===== src/sv/fpsa_pkg.sv =====
package fpsa_pkg;

  localparam int unsigned MaxSegmentsDef = 32;
  localparam int unsigned PoolSizeDef    = 65536;

  localparam int unsigned SizeW = 17;
  localparam int unsigned OffW  = 16;

  typedef enum logic [1:0] {
    ST_OK        = 2'd0,
    ST_NO_FIT    = 2'd1,
    ST_FULL      = 2'd2,
    ST_NOT_ALLOC = 2'd3
  } status_e;

  typedef enum logic [1:0] {
    POL_NONE  = 2'd0,
    POL_FIRST = 2'd1,
    POL_BEST  = 2'd2,
    POL_WORST = 2'd3
  } policy_e;

  typedef enum logic {
    ACT_ALLOC = 1'b0,
    ACT_FREE  = 1'b1
  } action_e;

  typedef enum logic [1:0] {
    S_IDLE,
    S_SCAN,
    S_PEEK,
    S_COMMIT
  } state_e;

  typedef struct packed {
    logic              action;
    logic [SizeW-1:0]  request_size;
    logic [OffW-1:0]   free_offset;
  } req_t;

  typedef struct packed {
    logic [1:0]        status;
    logic [OffW-1:0]   block_offset;
    logic [SizeW-1:0]  block_size;
  } rsp_t;

  typedef struct packed {
    logic              used;
    logic [SizeW-1:0]  len;
    logic [OffW-1:0]   start;
  } seg_t;

  // controller to datapath
  typedef struct packed {
    logic load;
    logic scan;
    logic peek;
    logic commit;
  } cmd_t;

  // datapath to controller
  typedef struct packed {
    logic scan_end;
    logic need_peek;
  } sts_t;

  localparam int unsigned CfgFitPolicy = 0;

endpackage


===== src/sv/fpsa_ctrl.sv =====
module fpsa_ctrl (
  input  logic          clk_i,
  input  logic          rst_ni,
  input  logic          start_i,
  input  fpsa_pkg::sts_t sts_i,
  output fpsa_pkg::cmd_t cmd_o,
  output logic          busy_o
);
  import fpsa_pkg::*;

  state_e state_q, state_d;

  always_ff @(posedge clk_i or negedge rst_ni) begin
    if (!rst_ni) begin
      state_q <= S_IDLE;
    end else begin
      state_q <= state_d;
    end
  end

  always_comb begin
    state_d = state_q;
    unique case (state_q)
      S_IDLE: begin
        if (start_i) state_d = S_SCAN;
      end
      S_SCAN: begin
        if (sts_i.scan_end) state_d = sts_i.need_peek ? S_PEEK : S_COMMIT;
      end
      S_PEEK:   state_d = S_COMMIT;
      S_COMMIT: state_d = S_IDLE;
      default:  state_d = S_IDLE;
    endcase
  end

  always_comb begin
    cmd_o = '0;
    unique case (state_q)
      S_IDLE:   cmd_o.load = start_i;
      S_SCAN:   cmd_o.scan = 1'b1;
      S_PEEK:   cmd_o.peek = 1'b1;
      S_COMMIT: cmd_o.commit = 1'b1;
      default:  cmd_o = '0;
    endcase
  end

  assign busy_o = (state_q != S_IDLE);

endmodule


===== config.mk =====
export PLATFORM = sky130hd
export DESIGN_NAME = fpsa_ctrl
export DESIGN_NICKNAME = d
export VERILOG_FILES = /design/src/sv/fpsa_pkg.sv /design/src/sv/fpsa_ctrl.sv
export SDC_FILE = /design/constraint.sdc
export NUM_CORES = 1
export LEC_CHECK = 0
export ABC_AREA = 1
export BUFFER_PORTS_ARGS = -buffer_cell sky130_fd_sc_hd__buf_2
export CORE_AREA = 2 2 39 41
export CTS_CLUSTER_SIZE = 8
export DETAILED_ROUTE_END_ITERATION = 7
export DIE_AREA = 0 0 41 43
export GPL_TIMING_DRIVEN = 0
export PLACE_DENSITY = 0.4
export SLEW_MARGIN = 20
export SYNTH_ARGS = -nofsm -noshare
export SYNTH_HDL_FRONTEND = slang
export SYNTH_SLANG_ARGS = --single-unit

===== constraint.sdc =====
create_clock -name clk_i -period 3.1 [get_ports clk_i]
set_input_delay 0.155 -clock clk_i [delete_from_list [all_inputs] [get_ports clk_i]]
set_output_delay 0.155 -clock clk_i [all_outputs]
set_load 0.01 [all_outputs]

==> results.yml, run 1 <==
outcome:
  outcome: "finished clean"
critical_path:
  rr_worst_depth: 6
  r2r-start: "state_q[1]"
  end_kind: "output port"
  required_ns: 2.94
  crit-reg2reg-capture: "state_q[0]"
  crit_top_cell: "inv_1"
  startpoint_type: "flip-flop"
  path_class: "reg -> out"
  cp_slowest_cell: "dfrtp_1"
  slowest_delay_ns: 0.40
  critical_path.max_fanout: 4
  r2r_slack_ns: 1.96
  critPathArrivalTime_ns: 1.19
  crit_chain: "inv_1, ha_1, nand2_1, inv_1, buf_2"
timing:
  hold_viol_final: 0
  max_freq_mhz: 742.5
  slew_headroom_pct: 89.86
  slew_violations: 0
  timing.final.crit_share_pct: 43.45
  setup_violations: 0
  period_needed_ns: 1.347
  worst_pin_slew_ns: 0.1521
  setup_tns_ns: 0
  timing.hold.ws_ns: 0.2458
  clock_skew_ns: 0.0009328
  rsz0062_at_grt: "no"
power:
  powerDensity_mw_per_mm2: 930.6
  leakage_nw: 0.2044
  peakVddDrop_mv: 0.3109
  finalPower_uw: 282.9
worst_hold_path:
  hold_class: "in -> async"
finish:
  stdcell_count: 58
  fillers: 153
  largest-register: "state_q"
  final_nets: 54
  reg_top3: "state_q: 2 flops"
  area_growth_pct: 47.27
  num_antenna_cells: 0
  drive_gt1_share_pct: 33.33
  largest_reg_flops: 2
synthesis:
  synthCells: 29
  yosysSeqAreaShare_pct: 24.24
  synth_top_cell_area_share_pct: 30.30
  synth_top_area_cell: "ha_1"
  synth.distinct_cells: 7
  syn_area_per_cell_um2: 7.119
  synth_warnings: 0
  syn_nets: 39
  ys_top_cells_by_area: "ha_1 30%, dfrtp_1 24%, nand2_1 18%"
  synth_seq_cells: 2
  synth_area_um2: 206.4
route:
  vias: 197
  routed_wl_um: 392
  vias_per_cell: 3.397
  ant_nets: 0
  drt_iter0_markers: 1
  first_pass_iters: 2
  drc: 0
  post_drt_wl_per_cell_um: 6.759
floorplanning:
  num_rows: 14
  io_pins: 10
  coreArea_mm2: 0.001384
  die_area_mm2: 0.001763
  initial_core_util_pct: 14.92
  dieWidth_um: 41
  die_h_um: 43
placement:
  globalplace.congestion: 0.6969
  io_buffers: 9
  dpl.cell_count: 54
  hpwl_um: 295.7
global_routing:
  overflow: 0
  grt_first_pass_wirelength_um: 683
  grt_pass1_vias: 190
  track_usage_pct: 6.734
  grt_max_degree: 6
  antenna_found_initial: 0
clocking:
  cts_root_buf: "clkbuf_4"
  cts_tree: "yes"
  holdBufCountCts: 1
  clock_path_buffers: 2
  clkLatencyLatePin_ns: 0.22
  ctsResizeCount: 0
  numCtsBuffers: 3
  post-cts-setup-buffer-count: 0
  clkTransAtPathRegs_ns: 0.03
  cts.sink_count: 2
  htreeDepth: 1
run:
  maxCapViolations: 0
==> cell families (layout without fill, tap and decap cells) <==
family / count (synthesis) / count (layout) / synth area share [%]
flip-flops: 2 / 2 / 24.24
adder cells (fa/ha/maj): 5 / 5 / 30.30
buffers and inverters: 8 / 21 / 14.55
AND/OR/NAND/NOR: 14 / 14 / 30.91
==> metal layers <==
| metal | vias up | track usage, % | wire [µm] |
|---|---|---|---|
| li1 | 109 | - | - |
| met1 | 78 | 8.065 | 211 |
| met2 | 10 | 6.563 | 147 |
| met3 | 0 | 3.141 | 33 |
| met4 | 0 | 10.00 | 0 |
| met5 | - | 0 | 0 |
==> worst max-delay path by stage <==
stage / startpoint / endpoint / slack, ns / cells after the start
after floorplan: state_q[1] / state_q[0] / 2.01 / 6
after global placement: state_q[0] / state_q[0] / 1.94 / 6
after detailed placement: state_q[0] / state_q[0] / 1.93 / 6
after CTS: state_q[0] / cmd_o[3] / 1.72 / 5
after global routing: state_q[0] / cmd_o[3] / 1.63 / 5
final: state_q[0] / cmd_o[3] / 1.75 / 5
==> where the power goes <==
group          total, mW  switching (mW)  internal [mW]
logic              0.168          0.0980         0.0703
registers         0.0569          0.0157         0.0412
clock network     0.0577          0.0150         0.0427
==> through the flow <==
| stage | util (%) | cell area [µm²] | setup WS, ns |
|---|---|---|---|
| after global placement | 19.62 | 271.5 | 1.938 |
| final | 21.97 | 304.0 | 1.753 |
| after CTS | 21.97 | 304.0 | 1.716 |
| after floorplan | - | 206.4 | 2.006 |
| after detailed placement | 19.62 | 271.5 | 1.934 |
| after global routing | 21.97 | 304.0 | 1.626 |
==> cells in the mapped netlist <==
library cell  number
nand2_1           10
inv_1              8
ha_1               5
dfrtp_1            2
nand3_1            2
nand2_2            1
nand3_2            1
==> worst max-delay path: cells and delay by family (launching register included) <==
family                     cells  cell delay [ns]
DFF                            1             0.40
buffers and inverters          3             0.28
and+or+nand+nor                1             0.06
adders and majority gates      1             0.22
==> placed cells by master, fill, tap and decap left out <==
master and count:
nand2_1 10, nand3_1 2, nand2_2 1, dfrtp_1 2
dlygate4sd3_1 1, inv_1 8, nand3_2 1, ha_1 5
buf_2 9, clkbuf_4 3
==> layout make-up <==
type                    count  area (µm²)  area share [%]
inverters                   8       30.03           9.877
well taps                  16       20.02           6.584
repair buffers             10       55.05           18.11
clock buffers               3       22.52           7.407
multi-input cells          19       126.4           41.56
flip-flops and latches      2       50.05           16.46
Power figures use the tool's default switching activity.
==> run 2: changes to the inputs <==
--- a/config.mk
+++ b/config.mk
@@ -5,14 +5,14 @@
 export SDC_FILE = /design/constraint.sdc
 export NUM_CORES = 1
 export LEC_CHECK = 0
-export ABC_AREA = 1
+export ABC_AREA = 0
 export BUFFER_PORTS_ARGS = -buffer_cell sky130_fd_sc_hd__buf_2
 export CORE_AREA = 2 2 39 41
 export CTS_CLUSTER_SIZE = 8
 export DETAILED_ROUTE_END_ITERATION = 7
 export DIE_AREA = 0 0 41 43
 export GPL_TIMING_DRIVEN = 0
-export PLACE_DENSITY = 0.4
+export PLACE_DENSITY = 0.39
 export SLEW_MARGIN = 20
 export SYNTH_ARGS = -nofsm -noshare
 export SYNTH_HDL_FRONTEND = slang
==> constraint.sdc (replaced) <==
create_clock -name clk_i -period 1.35 [get_ports clk_i]
set_input_delay 0.0675 -clock clk_i [delete_from_list [all_inputs] [get_ports clk_i]]
set_output_delay 0.0675 -clock clk_i [all_outputs]
set_load 0.01 [all_outputs]
==> run 2 against run 1 <==
  * The flow now finishes with violations (negative setup slack)
  * Largest power group unchanged
  * Largest cell class unchanged
  * Via count up 0.51%
  * Clock skew up 0.0094 ns
  * First-iteration DRC count unchanged
  * Sequential share of layout area down 2.5 points
  * Critical path depth unchanged
==> results.yml, run 2 <==
outcome:
  outcome: "finished with violations"
  violations: "negative setup slack"
route:
  first_pass_iters: 4
  routed_wl_um: 439
  post_drt_wl_per_cell_um: 8.283
  ant_nets: 0
  drc: 0
  drt_iter0_markers: 1
  vias_per_cell: 3.736
  vias: 198
synthesis:
  yosysMostFrequentCell: "ha_1"
  syn_area_per_cell_um2: 10.60
  synth_area_um2: 201.4
  synth_warnings: 0
  synth-xor-area-share_pct: 0
  synthCells: 19
  syn_nets: 29
  ys_async_sr_fraction_pct: 100.0
  synth_top_family_by_area: "adder cells"
  ys_top_cells_by_area: "ha_1 31%, dfrtp_1 25%, mux2_4 7.5%"
  synth_top_flop_cell: "dfrtp_1"
  synthSimpleGateAreaFrac_pct: 22.98
  synth_top_area_cell: "ha_1"
  synth_seq_cells: 2
  synth_fa_ha_area_share_pct: 31.06
  synth_edf_count: 0
  synth.distinct_cells: 11
  synth_commonest_cells: "5 x ha_1, 3 x inv_1, 2 x dfrtp_1, 2 x nor2b_1"
  muxShareOfSynthArea_pct: 7.453
  yosysSeqAreaShare_pct: 24.84
  synth_top_cell_area_share_pct: 31.06
  synth_compound_area_share_pct: 8.075
power:
  sw_frac_of_total_pct: 37.31
  p_comb_share_pct: 67.5
  clkPwrFrac_pct: 17.2
  sequentialPowerShare_pct: 15.2
  intPower_uw: 538.5
  finalPower_uw: 859.0
  peakVddDrop_mv: 0.5163
  powerDensity_mw_per_mm2: 2343
  p_sw_uw: 320.5
  leakage_nw: 0.1821
placement:
  globalplace.congestion: 0.5674
  place_area_um2: 300.3
  dpl.cell_count: 44
  io_buffers: 9
  place_ws_ns: -0.1295
  hpwl_um: 327.7
critical_path:
  cp_slowest_cell: "dfrtp_2"
  r2r-start: "state_q[0]"
  path_buf_inv: 1
  startpoint_type: "flip-flop"
  end_kind: "flip-flop"
  r2r_slack_ns: -0.05
  critPathTopFamily: "flip-flops"
  critical_path.max_fanout: 3
  critPathArrivalTime_ns: 1.49
  crit-reg2reg-capture: "state_q[1]"
  rr_worst_depth: 5
  crit_chain: "inv_2, ha_4, nor2b_4, or2_4, mux2_4"
  slowest_delay_ns: 0.39
  path_class: "reg -> reg"
  required_ns: 1.45
floorplanning:
  num_rows: 14
  dieWidth_um: 41
  coreArea_mm2: 0.001384
  die_h_um: 43
  initial_core_util_pct: 14.56
  die_area_mm2: 0.001763
  io_pins: 10
global_routing:
  track_usage_pct: 7.028
  overflow: 0
  grt_first_pass_wirelength_um: 759
  grt_max_degree: 5
  grt_pass1_vias: 216
  antenna_found_initial: 0
timing:
  rsz0062_at_grt: "yes"
  clock_skew_ns: 0.01031
  setup_tns_ns: -0.04676
  setup_violations: 1
  slew_violations: 0
  worst_pin_slew_ns: 0.2736
  hold_viol_final: 0
  timing.hold.ws_ns: 0.1589
  period_needed_ns: 1.397
  timing.final.crit_share_pct: 103.5
  max_freq_mhz: 715.9
  slew_headroom_pct: 81.52
  setup_ws_ns: -0.04676
clocking:
  cts_tree: "yes"
  clock_path_buffers: 2
  clkTransAtPathRegs_ns: 0.04
  ctsResizeCount: 0
  htreeDepth: 1
  clkLatencyLatePin_ns: 0.23
  numCtsBuffers: 3
  cts_root_buf: "clkbuf_4"
  cts.sink_count: 2
finish:
  area_growth_pct: 81.99
  reg_top3: "state_q: 2 flops"
  final_nets: 48
  final_cell_mix: "9 x buf_2, 4 x buf_4, 3 x ha_1, 3 x clkbuf_4"
  stdcell_count: 53
  num_antenna_cells: 0
  final_util_pct: 26.49
  drive_gt1_share_pct: 70.27
  largest-register: "state_q"
  layout_commonest_cell: "buf_2"
  largest_reg_flops: 2
  fillers: 156
  post-route-cell-area_um2: 366.6
run:
  maxCapViolations: 0
worst_hold_path:
  hold_class: "in -> async"
==> run 2: cells by family (layout without fill, tap and decap cells) <==
group           after synthesis  count (layout)
compound gates                2               2
fa+ha+maj                     5               5
buf+inv                       3              21
flops                         2               2
mux                           1               1
simple gates                  6               6
==> run 2: per-layer routing <==
metal	track usage, %	share of wire (%)	wire [µm]
met3	3.141	7.1	31
met2	10.94	61	267
met5	0	0	0
met1	5.466	32	140
met4	8.000	0	0
==> run 2: what timing repair did <==
item                                   in CTS  in global routing
endpoints found under the hold margin       2                  0
setup endpoints to repair                   2                  2
hold buffers                                1                  0
pin swaps                                   2                  0
buffers inserted                            3                  1
==> run 2: worst max-delay path by stage <==
stage / from / endpoint / slack, ns / depth (start not counted)
2_1_floorplan: state_q[1] / state_q[1] / -0.05 / 5
3_3_place_gp: state_q[1] / state_q[1] / -0.12 / 5
3_5_place_dp: state_q[1] / state_q[1] / -0.13 / 5
4_1_cts: state_q[0] / state_q[1] / -0.07 / 5
5_1_grt: state_q[1] / state_q[1] / -0.09 / 5
6_report: state_q[0] / state_q[1] / -0.05 / 5
==> run 2: area by class of cell <==
type                       instances  area, µm²  area share [%]
inverter                           3      11.26           3.072
multi-input combinational         14      172.7           47.10
clock buffer                       4      26.28           7.167
sequential                         2      51.30           13.99
tap                               16      20.02           5.461
timing repair buffer              14      85.08           23.21
==> run 2: power groups by stage <==
| stage | logic (mW) | clock network, mW | registers (mW) |
|---|---|---|---|
| 5_1_grt | 0.649 | 0.160 | 0.138 |
| 2_1_floorplan | 0.371 | 0 | 0.141 |
| 6_report | 0.580 | 0.148 | 0.131 |
| 4_1_cts | 0.562 | 0.157 | 0.137 |
| 3_5_place_dp | 0.473 | 0 | 0.152 |
| 3_3_place_gp | 0.467 | 0 | 0.153 |
